===== src/assert_macros.svh =====
// assertion macros used by the top-level rtl file
`ifndef ASSERT_MACROS_SVH
`define ASSERT_MACROS_SVH

// implication checked on every rising clock edge outside reset
`define ASSERT_IMPL(label, clk, rstn, cond, expr, msg) \
    label: assert property (@(posedge clk) disable iff (!rstn) (cond) |-> (expr)) \
        else $error(msg);

// next-cycle implication checked outside reset
`define ASSERT_NEXT(label, clk, rstn, cond, expr, msg) \
    label: assert property (@(posedge clk) disable iff (!rstn) (cond) |=> (expr)) \
        else $error(msg);

`endif


===== src/m3acc_pkg.sv =====
// package for the 3x3 accumulator unit: types, codes, constants, saturation helper
package m3acc_pkg;

    localparam int DATA_W        = 32;
    localparam int DIM           = 3;
    localparam int ELEMS         = 9;
    localparam int IDX_W         = 4;
    localparam int FRAC_BITS_DEF = 16;

    typedef logic signed [DATA_W-1:0] elem_t;

    typedef enum logic [3:0] {
        OP_LOAD  = 4'd0,
        OP_ADD   = 4'd1,
        OP_SUB   = 4'd2,
        OP_EMUL  = 4'd3,
        OP_ACCB  = 4'd4,
        OP_BACC  = 4'd5,
        OP_SCALE = 4'd6,
        OP_DIV   = 4'd7,
        OP_TRANS = 4'd8
    } op_t;

    typedef enum logic [2:0] {
        ST_IDLE,
        ST_RD,
        ST_MAC,
        ST_DIV,
        ST_WR,
        ST_OUT
    } state_t;

    // control from sequencer to divider
    typedef struct packed {
        logic  start;
        elem_t dividend;
        elem_t divisor;
    } div_req_t;

    typedef struct packed {
        logic  done;
        logic  busy;
        elem_t quot;
        logic  ovf;
    } div_rsp_t;

    localparam logic signed [DATA_W-1:0] Q_MAX = 32'sh7FFF_FFFF;
    localparam logic signed [DATA_W-1:0] Q_MIN = 32'sh8000_0000;

    // saturate a wide signed value to 32 bits
    function automatic elem_t sat32(input logic signed [67:0] v, output logic ovf);
        ovf = 1'b0;
        if (v > 68'sd2147483647) begin
            ovf = 1'b1;
            return Q_MAX;
        end
        if (v < -68'sd2147483648) begin
            ovf = 1'b1;
            return Q_MIN;
        end
        return v[DATA_W-1:0];
    endfunction

endpackage


===== src/m3acc_div.sv =====
// restoring divider: (a << frac) / b, truncated toward zero, saturated
module m3acc_div #(
    parameter int FRAC_BITS = m3acc_pkg::FRAC_BITS_DEF
) (
    input  logic                 aclk,
    input  logic                 aresetn,
    input  m3acc_pkg::div_req_t  req,
    output m3acc_pkg::div_rsp_t  rsp
);
    import m3acc_pkg::*;

    localparam int NUM_W = DATA_W + FRAC_BITS;
    localparam int CNT_W = $clog2(NUM_W + 1);

    logic [NUM_W-1:0] num_reg;
    logic [DATA_W:0]  rem_reg;
    logic [DATA_W-1:0] den_reg;
    logic [CNT_W-1:0] cnt_reg;
    logic             neg_reg;
    logic             busy_reg;
    logic             done_reg;

    logic [DATA_W:0]  rem_shift;
    logic [DATA_W:0]  rem_sub;
    logic [NUM_W-1:0] a_mag;
    logic [DATA_W-1:0] b_mag;
    logic signed [NUM_W+1:0] q_signed;
    logic             q_ovf;
    elem_t            q_sat;

    assign a_mag = req.dividend[DATA_W-1]
        ? NUM_W'(-{{FRAC_BITS{req.dividend[DATA_W-1]}}, req.dividend}) << FRAC_BITS
        : NUM_W'({{FRAC_BITS{1'b0}}, req.dividend}) << FRAC_BITS;
    assign b_mag = req.divisor[DATA_W-1] ? DATA_W'(-req.divisor) : req.divisor;

    assign rem_shift = {rem_reg[DATA_W-1:0], num_reg[NUM_W-1]};
    assign rem_sub   = rem_shift - {1'b0, den_reg};

    always_ff @(posedge aclk) begin
        if (!aresetn) begin
            busy_reg <= 1'b0;
            done_reg <= 1'b0;
            cnt_reg  <= '0;
        end else begin
            done_reg <= 1'b0;
            if (req.start) begin
                num_reg  <= a_mag;
                den_reg  <= b_mag;
                rem_reg  <= '0;
                neg_reg  <= req.dividend[DATA_W-1] ^ req.divisor[DATA_W-1];
                cnt_reg  <= CNT_W'(NUM_W);
                busy_reg <= 1'b1;
            end else if (busy_reg) begin
                if (!rem_sub[DATA_W]) begin
                    rem_reg <= rem_sub;
                    num_reg <= {num_reg[NUM_W-2:0], 1'b1};
                end else begin
                    rem_reg <= rem_shift;
                    num_reg <= {num_reg[NUM_W-2:0], 1'b0};
                end
                cnt_reg <= cnt_reg - 1'b1;
                if (cnt_reg == CNT_W'(1)) begin
                    busy_reg <= 1'b0;
                    done_reg <= 1'b1;
                end
            end
        end
    end

    // num_reg holds the unsigned quotient once done
    assign q_signed = neg_reg ? -$signed({2'b00, num_reg}) : $signed({2'b00, num_reg});

    always_comb begin
        q_sat = sat32(68'(q_signed), q_ovf);
    end

    assign rsp.done = done_reg;
    assign rsp.busy = busy_reg;
    assign rsp.quot = q_sat;
    assign rsp.ovf  = q_ovf;

endmodule


===== config.mk =====
export PLATFORM = sky130hd
export DESIGN_NAME = m3acc_div
export DESIGN_NICKNAME = d
export VERILOG_FILES = /design/src/assert_macros.svh /design/src/m3acc_pkg.sv /design/src/m3acc_div.sv
export SDC_FILE = /design/constraint.sdc
export NUM_CORES = 1
export LEC_CHECK = 0
export BUFFER_PORTS_ARGS = -buffer_cell sky130_fd_sc_hd__buf_4
export CORE_AREA = 5 5 131 133
export DETAILED_ROUTE_END_ITERATION = 8
export DIE_AREA = 0 0 136 138
export GPL_TIMING_DRIVEN = 0
export MAX_ROUTING_LAYER = met4
export PLACE_DENSITY = 0.8
export SLEW_MARGIN = 10
export SYNTH_ARGS = -nofsm -noshare
export SYNTH_HDL_FRONTEND = slang
export SYNTH_SLANG_ARGS = --single-unit

===== constraint.sdc =====
create_clock -name aclk -period 11.15 [get_ports aclk]
set_input_delay 0 -clock aclk [delete_from_list [all_inputs] [get_ports aclk]]
set_output_delay 0 -clock aclk [all_outputs]
set_load 0.03 [all_outputs]

# ---- Yosys cells after proc, flatten, opt, wreduce, memory -nomap -nowiden
# Cells that the tools add are included.
dict set report word_totals {
  regBits 121
  latchBits 0
  mem_bits_rw 0
  mem_bits_ro 0
  inputBits 67
  output_inout_bits 35
  word_cells 47
  memories 0
}
dict set report op_classes {
  add_sub_neg 5
  n_mul 0
  div_mod_pow 0
  magnitude_cmp 2
  eq_ne 1
  shifts 0
  n_mux 22
  bitwise 3
  reduce_logical 5
}
# cell count
set op_table {}
lappend op_table {{$mux 32} 6}
lappend op_table {{$mux 48} 3}
lappend op_table {{$neg 32->32} 2}
lappend op_table {{$gt 50x32->1 const B} 1}
lappend op_table {{$lt 50x32->1 const B} 1}
lappend op_table {{$mux 50} 1}
lappend op_table {{$neg 48->50} 1}
lappend op_table {{$sub 33x32->33} 1}
lappend op_table {{$mux 31} 1}
lappend op_table {{$mux 6} 2}
lappend op_table {{$mux 1} 9}
lappend op_table {{$eq 6x1->1 const B} 1}
lappend op_table {{$sub 6x1->6 const B} 1}
lappend op_table {{$reduce_and 2->1} 2}
lappend op_table {{$reduce_or 3->1} 1}
lappend op_table {{$not 1->1} 2}
lappend op_table {{$reduce_bool 2->1} 1}
lappend op_table {{$reduce_or 2->1} 1}
lappend op_table {{$xor 1x1->1} 1}

# ---- Depth between registers and ports, before layout
dict set report logic_depth {
  depth_word 7
  mapped_depth 14
  mapped_depth_nobuf 14
}

# ---- Worst setup path after synthesis
# No wires, ideal clock.
dict set report synth_path {
  kind {reg-to-output}
  from {register num_reg[15]}
  to {output port rsp[10] (netlist bit)}
  t_arrival_ns 3.821
  required_ns 11.150
  setup_slack_ns 7.329
  path_stages_with_launch 12
  path_buffers 2
  path_cell_list {edfxtp_1 > or4_4 > or4_4 > or4_4 > buf_6 > or3_1 > or4_1 > o311ai_1 > and4b_1 > a21oi_2 > buf_6 > o21ai_2}
}
# item line_no
set synth_lines {}
lappend synth_lines {{start, declared} m3acc_div.sv:15} ;# logic [NUM_W-1:0] num_reg;
lappend synth_lines {{start signal, assigned} m3acc_div.sv:47} ;# num_reg <= a_mag;
lappend synth_lines {{start signal, assigned} m3acc_div.sv:56} ;# num_reg <= {num_reg[NUM_W-2:0], 1'b1};
lappend synth_lines {{start signal, assigned} m3acc_div.sv:59} ;# num_reg <= {num_reg[NUM_W-2:0], 1'b0};
lappend synth_lines {{end, declared} m3acc_div.sv:8} ;# output m3acc_pkg::div_rsp_t rsp

# ---- Final worst setup path
dict set report layout_path {
  from {register num_reg[47]}
  to {register rem_reg[31], data pin}
}
dict set report layout_between {
  elab_chain_len 3
}
# item line_no
set layout_rtl {}
lappend layout_rtl {{$sub 33x32->33} m3acc_div.sv:37} ;# assign rem_sub = rem_shift - {1'b0, den_reg};
lappend layout_rtl {{$mux 32} m3acc_div.sv:54} ;# if (!rem_sub[DATA_W]) begin
lappend layout_rtl {{$mux 32} m3acc_div.sv:53} ;# end else if (busy_reg) begin
lappend layout_rtl {{end signal, assigned} m3acc_div.sv:55} ;# rem_reg <= rem_sub;
lappend layout_rtl {{end signal, assigned} m3acc_div.sv:58} ;# rem_reg <= rem_shift;
lappend layout_rtl {{end, declared} m3acc_div.sv:16} ;# logic [DATA_W:0] rem_reg;
# Every way passes these cells. The select of a mux whose other input is x is not followed.
# A chain may end at the register's enable or synchronous reset.

==> results.yml <==
outcome:
  status: "finished clean"
sta:
  fmax_mhz: 200
  setup_viol_count_final: 0
  fin_skew_ns: 0.00827
  fin_crit_ns: 4.99
  slew_headroom: 0.241
  setup_ws_ns: 6.16
  period_share: 0.448
  setup_tns_ns: 0
  worstMarginPinSlew_ns: 1.13
  rsz0062_at_grt: "false"
  finalHoldViolCount: 0
  report.final.slew_viol_count: 0
place:
  pre_cts_ws_ns: 6.18
  portBuffers: 100
  dp_hpwl_um: 16900
  gp_congestion: 0.898
setup_path:
  crit_fanout: 10
  worstPathRequired_ns: 11.32
  worstSetupPathType: "reg2reg"
  crit_path_end_kind: "register"
  start_kind: "register"
  cp.arrival_ns: 5.16
logic_synthesis:
  syn_area_per_cell_um2: 9.41
  synth_ff_type: "edfxtp_1"
  synthesis.nets: 1087
  ys_seq_area_frac: 0.385
  syn_inst: 982
  ys_ff_latch: 121
  syn_area_um2: 9240
  ys_types: 70
  async_flop_share: 0
  yosys_warnings: 0
  synth_edf_count: 113
cells_and_area:
  mostFrequentLayoutCells: "113 x edfxtp_1, 103 x buf_4, 98 x nor2_1"
  multi_input_area_um2: 5260
  largest_reg_flops: 48
  drive_above_1_share: 0.158
  areaGrowthSynthToFinish_pct: 23.9
  seqCellArea_um2: 3550
  layout_commonest_cell: "edfxtp_1"
  fill_cells: 1168
  num-nets-final: 1258
pwr:
  peakVddDrop_mv: 0.125
  p_leak_nw: 4.49
  power_mw: 1.68
  p_per_area_nw_per_um2: 147
clock_tree:
  clk_pin_slew_worst_paths_ns: 0.06
  cts_root_buf: "clkbuf_16"
  clk_latency_ns: 0.41
  cts_tree: "built"
  clock_path_buffers: 2
  clock-sinks: 121
  ctsHtreeMaxLevel: 4
  numCtsBuffers: 17
  cts_setup_buffers: 0
routing:
  first_pass_iters: 5
  wirelength_um: 24100
  via_count: 8254
  drt-wirelength-per-cell_um: 17.4
  viasPerCell: 5.97
  ant_nets: 0
  drt_iter0_markers: 611
  drc_errors: 0
die:
  die_x_um: 136
  dieArea_um2: 18800
  die_h_um: 138
  start_util: 0.588
  fp-row-count: 46
  core_um2: 15700
  boundaryPins: 102
global_routing:
  grt_pass1_vias: 7952
  grt_overflow: 0
  track_usage: 0.259
  grt_pass1_wl_um: 38900
  grt_max_degree: 54
  grt_antenna_before_repair: 1
worst_hold_path:
  hold_path.class: "in2reg"
job:
  maxCapViolCount: 0
-- cell type report --
cell class	instances	share of cell area
clock buffer	19	0.0378
tap	216	0.0236
timing repair buffer	152	0.113
clock inverter	13	0.0176
multi-input combinational	764	0.460
inverter	51	0.0167
antenna	1	0.000219
sequential	121	0.311
buffer	46	0.0208
-- per-stage QoR --
stage	cells	area [µm²]	hold slack [ns]	utilization
floorplan	982	9240	0.0989	-
global placement	1298	10300	0.206	0.653
detailed placement	1299	10300	0.207	0.655
CTS	1382	11400	0.0000534	0.728
global route	1383	11400	0.0183	0.728
finish	1383	11400	0.0216	0.728
-- cells in the mapped netlist, drive strengths merged (19+ instances only) --
library cell	n	area, µm²
nand2	74	278
o21ai	77	502
inv	50	188
a21oi	60	304
clkbuf	32	120
edfxtp	113	3390
xor2	79	692
nor2b	19	119
mux2i	30	300
xnor2	54	473
o31ai	28	238
nor2	98	368
ha	37	463
-- critical path: stages, from the launching register on --
cell and delay [ns]:
edfxtp_1 0.47, inv_1 0.13, ha_1 0.26, fa_1 0.41, nand2b_1 0.18, a21o_1 0.20, a2111oi_0 0.73, nor2_1 0.17
o21ai_1 0.32, a221o_1 0.20, a21oi_1 0.08, xnor2_1 0.48, clkbuf_1 0.66, nor2_1 0.18, a22o_1 0.27
-- per-layer routing --
layer | up-vias | share of wire | global-route usage
li1 | 3937 | - | -
met1 | 3918 | 0.43 | 0.326
met2 | 348 | 0.49 | 0.431
met3 | 51 | 0.062 | 0.0432
met4 | 0 | 0.019 | 0.0753
met5 | - | 0 | -
-- logic make-up after synthesis --
family          after synthesis  share of synthesized area
fa+ha+maj                    38                     0.0523
xor+xnor                    133                      0.126
mux                          32                     0.0349
compound gates              247                      0.186
buf+inv                      97                     0.0465
simple gates                314                      0.170
flops                       121                      0.385
-- report_power, final --
group          switching, mW  total [mW]  internal, mW
Combinational          0.283       0.498         0.216
Sequential            0.0296       0.581         0.552
Clock                  0.206       0.601         0.395
-- repair_timing --
action                    4_1_cts  5_1_grt
hold endpoints to repair       53        0
gates resized for setup         0        0
hold buffers                   51        0
-- worst paths after layout --
path | from | to | slack, ns | cells after the start
worst max-delay path | num_reg[47] | rem_reg[31] | 6.16 | 14
worst min-delay path | req[36] | num_reg[20] | 0.02 | 3
worst max register to register | num_reg[47] | rem_reg[31] | 6.16 | 14
worst min register to register | cnt_reg[1] | cnt_reg[1] | 0.49 | 2
No activity file was read; power rests on OpenSTA's default activity.
